===== src/hdl/lcme_pkg.sv =====
// ----------------------------------------------------------------------------
// lcme_pkg
// Types, codes and helpers for the logical / compare / move execute block.
// ----------------------------------------------------------------------------
package lcme_pkg;

  localparam int unsigned DataW   = 32;
  localparam int unsigned RegIdxW = 4;
  localparam int unsigned InDataW  = 168;  // 161 payload bits, byte padded
  localparam int unsigned OutDataW = 104;  // 103 payload bits, byte padded

  // Status word flag positions
  localparam int unsigned FlagN = 31;
  localparam int unsigned FlagZ = 30;
  localparam int unsigned FlagC = 29;
  localparam int unsigned FlagV = 28;

  localparam logic [RegIdxW-1:0] PcIndex = 4'd15;

  localparam logic [DataW-1:0] Rev16LoMask = 32'h00FF00FF;
  localparam logic [DataW-1:0] Rev16HiMask = 32'hFF00FF00;
  localparam logic [DataW-1:0] HalfLoMask  = 32'h0000FFFF;

  typedef enum logic [3:0] {
    OP_ORR   = 4'd0,
    OP_BIC   = 4'd1,
    OP_AND   = 4'd2,
    OP_TST   = 4'd3,
    OP_CMP   = 4'd4,
    OP_MOV   = 4'd5,
    OP_RSB   = 4'd6,
    OP_CMN   = 4'd7,
    OP_MOVW  = 4'd8,
    OP_MOVT  = 4'd9,
    OP_REV   = 4'd10,
    OP_REV16 = 4'd11,
    OP_REVSH = 4'd12,
    OP_RBIT  = 4'd13
  } op_e;

  typedef enum logic [3:0] {
    CC_EQ = 4'd0,  CC_NE = 4'd1,  CC_CS = 4'd2,  CC_CC = 4'd3,
    CC_MI = 4'd4,  CC_PL = 4'd5,  CC_VS = 4'd6,  CC_VC = 4'd7,
    CC_HI = 4'd8,  CC_LS = 4'd9,  CC_GE = 4'd10, CC_LT = 4'd11,
    CC_GT = 4'd12, CC_LE = 4'd13, CC_AL = 4'd14, CC_NV = 4'd15
  } cond_e;

  // Result item, last field in the lowest bits
  typedef struct packed {
    logic [DataW-1:0]   status_out;
    logic [DataW-1:0]   branch_target;
    logic               branch_taken;
    logic [DataW-1:0]   write_value;
    logic [RegIdxW-1:0] dest_index;
    logic               reg_write;
    logic               executed;
  } result_t;

  function automatic logic cond_passes(input logic [3:0] cond, input logic [DataW-1:0] st);
    logic n, z, c, v, pass;
    n = st[FlagN];
    z = st[FlagZ];
    c = st[FlagC];
    v = st[FlagV];
    case (cond)
      CC_EQ:   pass = z;
      CC_NE:   pass = !z;
      CC_CS:   pass = c;
      CC_CC:   pass = !c;
      CC_MI:   pass = n;
      CC_PL:   pass = !n;
      CC_VS:   pass = v;
      CC_VC:   pass = !v;
      CC_HI:   pass = c && !z;
      CC_LS:   pass = !c || z;
      CC_GE:   pass = (n == v);
      CC_LT:   pass = (n != v);
      CC_GT:   pass = !z && (n == v);
      CC_LE:   pass = z || (n != v);
      default: pass = 1'b1;
    endcase
    return pass;
  endfunction

  function automatic logic [DataW-1:0] set_nz(input logic [DataW-1:0] st,
                                              input logic [DataW-1:0] res);
    logic [DataW-1:0] r;
    r        = st;
    r[FlagN] = res[DataW-1];
    r[FlagZ] = (res == '0);
    return r;
  endfunction

endpackage


===== src/hdl/logic_compare_move_execute.sv =====
// ----------------------------------------------------------------------------
// logic_compare_move_execute
// Execute stage for logical, compare, move and reversal instructions with a
// local status word and exception-return restore from saved status.
// ----------------------------------------------------------------------------
// Pipeline: input register, then result register; the status word updates as
//   the result registers.
// Throughput: one transaction per cycle while the sink accepts results; the next
//   item reads the status word written by the previous one at the same edge its result is registered.
// Reset: rst_ni async active low clears valids, status word and saved status.
module logic_compare_move_execute
  import lcme_pkg::*;
(
  input  logic                clk_i,
  input  logic                rst_ni,
  // configuration: saved status
  input  logic                cfg_valid_i,
  output logic                cfg_ready_o,
  input  logic [DataW-1:0]    cfg_data_i,
  // input stream
  input  logic                s_axis_tvalid_i,
  output logic                s_axis_tready_o,
  // [31:0] instruction_word, [63:32] first_operand, [95:64] reverse_source,
  // [127:96] old_destination, [159:128] shifted_operand, [160] shifter_carry
  input  logic [InDataW-1:0]  s_axis_tdata_i,
  // [3:0] req_type
  input  logic [3:0]          s_axis_tuser_i,
  // output stream
  output logic                m_axis_tvalid_o,
  input  logic                m_axis_tready_i,
  // [0] executed, [1] reg_write, [5:2] dest_index, [37:6] write_value,
  // [38] branch_taken, [70:39] branch_target, [102:71] status_out
  output logic [OutDataW-1:0] m_axis_tdata_o
);

  // ---------------- input register ----------------
  logic             in_vld_q;
  logic [3:0]       req_q;
  logic [DataW-1:0] iw_q, a_q, rm_q, old_q, b_q;
  logic             shc_q;

  logic    out_vld_q;
  result_t out_q, out_d;
  logic [DataW-1:0] status_q, status_d, saved_q;
  logic    advance;

  assign advance         = in_vld_q && (!out_vld_q || m_axis_tready_i);
  assign s_axis_tready_o = !in_vld_q || advance;
  assign cfg_ready_o     = 1'b1;

  always_ff @(posedge clk_i or negedge rst_ni) begin
    if (!rst_ni) begin
      in_vld_q <= 1'b0;
    end else if (s_axis_tready_o) begin
      in_vld_q <= s_axis_tvalid_i;
    end
  end

  always_ff @(posedge clk_i) begin
    if (s_axis_tvalid_i && s_axis_tready_o) begin
      req_q <= s_axis_tuser_i;
      iw_q  <= s_axis_tdata_i[31:0];
      a_q   <= s_axis_tdata_i[63:32];
      rm_q  <= s_axis_tdata_i[95:64];
      old_q <= s_axis_tdata_i[127:96];
      b_q   <= s_axis_tdata_i[159:128];
      shc_q <= s_axis_tdata_i[160];
    end
  end

  // ---------------- execute logic ----------------
  logic [3:0]         cond;
  logic               s_bit;
  logic [RegIdxW-1:0] rd;
  logic [15:0]        imm16;
  logic [DataW-1:0]   add_x, add_y, add_res, rbit;
  logic               add_cin;
  logic [DataW:0]     add_sum;
  logic               add_v;

  assign cond  = iw_q[31:28];
  assign s_bit = iw_q[20];
  assign rd    = iw_q[15:12];
  assign imm16 = {iw_q[19:16], iw_q[11:0]};

  // shared adder: cmp a+~b+1, rsb b+~a+1, cmn a+b
  always_comb begin
    add_x   = a_q;
    add_y   = ~b_q;
    add_cin = 1'b1;
    case (req_q)
      OP_RSB: begin
        add_x = b_q;
        add_y = ~a_q;
      end
      OP_CMN: begin
        add_y   = b_q;
        add_cin = 1'b0;
      end
      default: ;
    endcase
  end

  assign add_sum = {1'b0, add_x} + {1'b0, add_y} + {{DataW{1'b0}}, add_cin};
  assign add_res = add_sum[DataW-1:0];
  assign add_v   = (add_x[DataW-1] == add_y[DataW-1]) && (add_res[DataW-1] != add_x[DataW-1]);

  always_comb begin
    for (int i = 0; i < DataW; i++) begin
      rbit[i] = rm_q[DataW-1-i];
    end
  end

  always_comb begin
    logic [DataW-1:0] res;
    logic             pass;
    res      = '0;
    status_d = status_q;
    out_d    = '0;
    pass     = cond_passes(cond, status_q);
    case (req_q)
      OP_REV, OP_REV16, OP_REVSH, OP_RBIT: begin
        case (req_q)
          OP_REV:   res = {rm_q[7:0], rm_q[15:8], rm_q[23:16], rm_q[31:24]};
          OP_REV16: res = ((rm_q & Rev16LoMask) << 8) | ((rm_q & Rev16HiMask) >> 8);
          OP_REVSH: res = {{16{rm_q[7]}}, rm_q[7:0], rm_q[15:8]};
          default:  res = rbit;
        endcase
        if (rd != PcIndex) begin
          out_d.executed    = 1'b1;
          out_d.reg_write   = 1'b1;
          out_d.dest_index  = rd;
          out_d.write_value = res;
        end
      end
      OP_TST, OP_CMP, OP_CMN: begin
        if (pass) begin
          out_d.executed = 1'b1;
          if (req_q == OP_TST) begin
            status_d        = set_nz(status_q, a_q & b_q);
            status_d[FlagC] = shc_q;
          end else begin
            status_d        = set_nz(status_q, add_res);
            status_d[FlagC] = add_sum[DataW];
            status_d[FlagV] = add_v;
          end
        end
      end
      OP_MOVW, OP_MOVT: begin
        if (pass) begin
          out_d.executed = 1'b1;
          res = (req_q == OP_MOVW) ? {16'h0000, imm16}
                                   : ((old_q & HalfLoMask) | {imm16, 16'h0000});
          if (rd == PcIndex) begin
            out_d.branch_taken  = 1'b1;
            out_d.branch_target = {res[DataW-1:1], 1'b0};
          end else begin
            out_d.reg_write   = 1'b1;
            out_d.dest_index  = rd;
            out_d.write_value = res;
          end
        end
      end
      OP_ORR, OP_BIC, OP_AND, OP_MOV, OP_RSB: begin
        if (pass) begin
          out_d.executed = 1'b1;
          case (req_q)
            OP_ORR:  res = a_q | b_q;
            OP_BIC:  res = a_q & ~b_q;
            OP_AND:  res = a_q & b_q;
            OP_MOV:  res = b_q;
            default: res = add_res;
          endcase
          if (rd == PcIndex) begin
            out_d.branch_taken  = 1'b1;
            out_d.branch_target = {res[DataW-1:1], 1'b0};
            if (s_bit) status_d = saved_q;  // exception return
          end else begin
            out_d.reg_write   = 1'b1;
            out_d.dest_index  = rd;
            out_d.write_value = res;
            if (s_bit) begin
              status_d = set_nz(status_q, res);
              if (req_q == OP_RSB) begin
                status_d[FlagC] = add_sum[DataW];
                status_d[FlagV] = add_v;
              end else begin
                status_d[FlagC] = shc_q;
              end
            end
          end
        end
      end
      default: ;
    endcase
    out_d.status_out = status_d;
  end

  // ---------------- result register and state ----------------
  always_ff @(posedge clk_i or negedge rst_ni) begin
    if (!rst_ni) begin
      out_vld_q <= 1'b0;
      status_q  <= '0;
      saved_q   <= '0;
    end else begin
      if (advance) begin
        status_q <= status_d;
      end
      if (advance) begin
        out_vld_q <= 1'b1;
      end else if (m_axis_tready_i) begin
        out_vld_q <= 1'b0;
      end
      if (cfg_valid_i) begin
        saved_q <= cfg_data_i;
      end
    end
  end

  always_ff @(posedge clk_i) begin
    if (advance) begin
      out_q <= out_d;
    end
  end

  assign m_axis_tvalid_o = out_vld_q;
  assign m_axis_tdata_o  = {{(OutDataW - $bits(result_t)){1'b0}}, out_q};

  // ---------------- assertions ----------------
  a_status_follows_result: assert property (@(posedge clk_i) disable iff (!rst_ni)
    advance |=> (status_q == out_q.status_out))
    else $error("status word differs from registered status_out");

  a_status_holds_idle: assert property (@(posedge clk_i) disable iff (!rst_ni)
    !advance |=> $stable(status_q))
    else $error("status word changed without a transaction");

  a_write_branch_excl: assert property (@(posedge clk_i) disable iff (!rst_ni)
    out_vld_q |-> !(out_q.reg_write && out_q.branch_taken))
    else $error("register write and branch in one result");

  a_effect_needs_exec: assert property (@(posedge clk_i) disable iff (!rst_ni)
    (out_vld_q && !out_q.executed) |-> (!out_q.reg_write && !out_q.branch_taken))
    else $error("effect without execution");

  a_no_pc_write: assert property (@(posedge clk_i) disable iff (!rst_ni)
    (out_vld_q && out_q.reg_write) |-> (out_q.dest_index != PcIndex))
    else $error("general write to program counter index");

endmodule


===== config.mk =====
export PLATFORM = sky130hd
export DESIGN_NAME = logic_compare_move_execute
export DESIGN_NICKNAME = d
export VERILOG_FILES = /design/src/hdl/lcme_pkg.sv /design/src/hdl/logic_compare_move_execute.sv
export SDC_FILE = /design/constraint.sdc
export NUM_CORES = 1
export LEC_CHECK = 0
export BUFFER_PORTS_ARGS = -buffer_cell sky130_fd_sc_hd__buf_2
export CAP_MARGIN = 10
export CORE_ASPECT_RATIO = 1.75
export CORE_MARGIN = 1.5
export CORE_UTILIZATION = 57
export CTS_CLUSTER_SIZE = 10
export DETAILED_ROUTE_END_ITERATION = 16
export PLACE_DENSITY = 0.82
export SLEW_MARGIN = 15
export SYNTH_ARGS = -nofsm -noshare
export SYNTH_HDL_FRONTEND = slang
export SYNTH_SLANG_ARGS = --single-unit

===== constraint.sdc =====
create_clock -name clk_i -period 6.41 [get_ports clk_i]
set_input_delay 0.3205 -clock clk_i [delete_from_list [all_inputs] [get_ports clk_i]]
set_output_delay 0.3205 -clock clk_i [all_outputs]
set_load 0.02 [all_outputs]

==> summary.md <==
| Metric | Value |
|---|---|
| Half-perimeter wire length after detailed placement | 41800 um |
| Initial Util | 57.8% |
| Wire length on met2 | 30800 um |
| Period utilisation layout | 81.6% |
| Placed cells | ~2100 |
| Post-route antenna net violation count | 0 |
| Design Area, Final | about 0.021 sq mm |
| Worst slew pin tran | 1.24 ns |
| Number of library cell types mapped by synthesis | 94 |
| Worst Clk Skew | 0.0235 ns |
| Max_slew headroom | 16.7% |
| Depth of the worst register-to-register path | 17 |
| Yosys top cell area share | about 43% |
| Syn Inst Count | 1497 |
| Core Footprint | a little under 0.03 sq mm |
| Mean cell area of the mapped netlist | 11.3 sq um |
| Worst Path Max Fanout | 22 |
| Initial antenna violation count | 4 |
| Placer's final routability congestion estimate | 1.02 |
| Die area | 0.0308 sq mm |
| Worst-path clk slew | 0.06 ns |
| PwrDens | 281 mW/mm^2 |
| Maximum clock frequency | 0.191 GHz |
| Layout Nets | 2131 |
| Main combinational cell family by area after synthesis | compound AO/OA/AOI/OAI gates |
| Outcome | complete, but fails checks |
| Maximum ir drop on the vdd rail | 0.228 mV |
| Post-synth EDFFs | between 200 and 250 |
| # resized after CTS | 0 |
| Setup repair after global routing missed its margin | no |
| Worst-case setup slack after placement | 1.30 ns |
| Via count of the first global-routing pass | 15200 |
| Ratio of cells with drive above 1 in the final layout | around 27% |
| Sequential element share of the synthesized area | ~53% |
| Multiplexer fraction of the synthesized cell area | slightly above 10% |
| Setup slack of the most critical reg-to-reg path | between 1 and 1.5 ns |
| Number of slew-limit violations in the final report | 0 |
| Post-layout minimum cycle time | 5.23 ns |
| Crit end category | register |
| Highest routed layer | met4 |
| # Max-Cap Violations | 0 |
| Worst hold-check slack | -0.0153 ns |
| Area added between synthesis and finish | 24.2% |
| Die Span Y | 231 um |
| Routed len/inst | 26.4 um |
| CTS tree | yes |
| Data required time at the worst endpoint | 6.80 ns |
| Global-route wire length before repair | 89700 um |
| Commonest non-fill, non-tap cells in the layout | 282 x sky130_fd_sc_hd__buf_2, 244 x sky130_fd_sc_hd__edfxtp_1, 133 x sky130_fd_sc_hd__dlygate4sd3_1, 121 x sky130_fd_sc_hd__mux2_2, 116 x sky130_fd_sc_hd__nor2_1 |
| Total of buffers placed on input and output ports | about 280 |
| Top-Level Pins | 316 |
| Row Count | between 80 and 90 |
| Maximum number of pins on one net before global-route repair | 86 |
| Yosys top cell by area | sky130_fd_sc_hd__edfxtp_1 |
| Simple-gate area share of the yosys netlist | 10.7% |
| Synth Area in XOR/XNOR | approximately 1.3% |
| H-tree depth | 2 |
| GRT Total Usage | ~39% |
| Starting DRC count in detailed routing | 1706 |
| Setup violations, final | 0 |
| Flip-flop and latch count after synthesis | a little over 300 |
| Primary flip-flop cell chosen by synthesis mapping | sky130_fd_sc_hd__edfxtp_1 |
| Detailed route wirelength on metal3 | 4380 um |
| Share of flip-flops with an asynchronous set or reset after synthesis | 21.3% |
| Worst flop-to-flop path endpoint | m_axis_tdata_o[101]$_DFFE_PP_ |
| Compound-cell area share of the yosys netlist | 19.2% |
| Setup Total Neg Slack | 0 ns |
| R2R Path Start | req_q[3]$_DFFE_PP_ |
| Via-per-instance ratio | 6.61 |
| Overall overflow remaining after global route | 0 |
| Total wirelength of the detailed-routed design | 60700 um |
| Final Power | 5.91 mW |
| Number of warning messages in the yosys log | 0 |
| Total number of clock tree sinks | 310 |
| Total cell area at the placement stage | 0.0187 sq mm |
| Synth top area cells | sky130_fd_sc_hd__edfxtp_1 43%, sky130_fd_sc_hd__dfrtp_1 9.8%, sky130_fd_sc_hd__mux2_2 8.0% |
| Most common library cell in the layout ignoring fill and taps | sky130_fd_sc_hd__buf_2 |
| Worst Path Class, Setup | reg -> reg |
| Kind of path behind the tightest hold check | in -> async |
| Post-route setup slack | 1.18 ns |
| Final Hold Fails | 9 |
| Core utilization of the finished layout | 71.8% |
| Remaining DRCs | 0 |
| CTS max path bufs | 3 |
| Non-filler instance count after layout | roughly 2300 |
| Worst-Skew Late Latency | ~0.54 ns |
| Leakage component of the power | 8.36 nW |
| Width of the die | 133 um |
| Number of clock buffers inserted by TritonCTS | 37 |
| Total iterations of the first detailed-routing run | 8 |
| WL met1 | 19700 um |
| Arrival time worst endpoint | 5.62 ns |
| CP startpoint kind | register |
| Violated checks | negative hold slack |
| Detailed-route via count | approximately 15000 |
| Post-synthesis cell area | 0.0169 sq mm |
| Post-synthesis adder-cell area fraction | under 10% |
| Cell chosen for the clock root | sky130_fd_sc_hd__clkbuf_16 |
==> critical path: stages, from the launching register on <==
cell                        delay [ns]
sky130_fd_sc_hd__edfxtp_1         0.38
sky130_fd_sc_hd__nor2b_1          0.24
sky130_fd_sc_hd__nand2_2          0.20
sky130_fd_sc_hd__nor2_2           0.15
sky130_fd_sc_hd__buf_4            0.33
sky130_fd_sc_hd__buf_4            0.29
sky130_fd_sc_hd__mux2_2           0.39
sky130_fd_sc_hd__ha_1             0.38
sky130_fd_sc_hd__a21oi_1          0.21
sky130_fd_sc_hd__o21ai_0          0.14
sky130_fd_sc_hd__or3_1            0.44
sky130_fd_sc_hd__nor4b_1          0.28
sky130_fd_sc_hd__a311oi_1         0.13
sky130_fd_sc_hd__nor4_1           0.58
sky130_fd_sc_hd__o2111ai_1        0.20
sky130_fd_sc_hd__nor4_1           0.49
sky130_fd_sc_hd__nor4_1           0.09
sky130_fd_sc_hd__a21oi_1          0.14
==> per-layer routing <==
metal | global-route usage (%) | vias to the layer above
met5 | 0 | -
met4 | 31.4 | 0
met3 | 6.41 | 300
met2 | 69.7 | 1003
met1 | 40.1 | 7275
li1 | - | 6629
==> worst max path at each step <==
stage                     slack [ns]                from                             to
after CTS                       1.26  req_q[3]$_DFFE_PP_  m_axis_tdata_o[101]$_DFFE_PP_
after detailed placement        1.30  req_q[3]$_DFFE_PP_  m_axis_tdata_o[101]$_DFFE_PP_
final                           1.18  req_q[3]$_DFFE_PP_  m_axis_tdata_o[101]$_DFFE_PP_
after global placement          1.34  req_q[3]$_DFFE_PP_  m_axis_tdata_o[101]$_DFFE_PP_
after global routing            0.87  req_q[3]$_DFFE_PP_  m_axis_tdata_o[101]$_DFFE_PP_
after floorplan                 1.74  req_q[2]$_DFFE_PP_  m_axis_tdata_o[101]$_DFFE_PP_
==> state kept, by name, summed over array words and instances (netlist names), 4 cells and up <==
register	count
a_q	32
status_q	32
rm_q	32
saved_q	32
iw_q	25
b_q	32
req_q	4
m_axis_tdata_o	102
old_q	16
==> area by class of cell <==
type | instances | area (sq um)
Antenna cell | 4 | 10.0
Clock buffer | 58 | 1000
Clock inverter | 5 | 32.5
Fill cell | 1974 | 8250
Inverter | 29 | 111
Multi-Input combinational cell | 1066 | 7460
Sequential cell | 310 | 8980
Tap cell | 382 | 478
Timing Repair Buffer | 445 | 2970
==> kinds of logic (layout without fill, tap and decap cells) <==
family / count (synthesis) / count (layout)
other cells: 2 / 7
compound gates: 474 / 474
fa+ha+maj: 33 / 33
buf+inv: 122 / 537
flops: 310 / 310
simple gates: 378 / 378
xor+xnor: 24 / 24
mux: 154 / 154
==> timing repair <==
| item | CTS | global route |
|---|---|---|
| hold endpoints to repair | 133 | 0 |
| hold buffers | 133 | 0 |
| setup buffers | 0 | 0 |
==> cells in the mapped netlist, drive strengths merged (4+ instances only) <==
| master | instances |
|---|---|
| edfxtp | 244 |
| mux2 | 121 |
| nor2 | 120 |
| o21ai | 115 |
| a21oi | 111 |
| nand2 | 107 |
| dfrtp | 66 |
| clkbuf | 59 |
| nor3 | 35 |
| buf | 34 |
| mux2i | 32 |
| ha | 31 |
| inv | 29 |
| o22ai | 28 |
| a221oi | 23 |
| o22a | 23 |
| a22oi | 20 |
| a222oi | 17 |
| nand3 | 17 |
| and2 | 16 |
| nand4 | 15 |
| xor2 | 14 |
| a22o | 13 |
| nor4 | 13 |
| a211oi | 12 |
| a221o | 12 |
| o31ai | 11 |
| nand2b | 10 |
| o21a | 10 |
| xnor2 | 10 |
| a31oi | 9 |
| o2111ai | 9 |
| a21o | 8 |
| o211ai | 8 |
| or3 | 8 |
| nand3b | 6 |
| nor2b | 6 |
| a211o | 5 |
| a311oi | 5 |
| and3 | 5 |
| and4 | 5 |
| nor4b | 4 |
| o21bai | 4 |
| o32a | 4 |
==> where the power goes <==
part	internal (mW)	total [mW]	switching, mW
Clock	1.07	1.87	0.797
Combinational	0.553	1.50	0.943
Sequential	2.41	2.55	0.139
Total	4.04	5.91	1.88
Power figures use the tool's default switching activity.
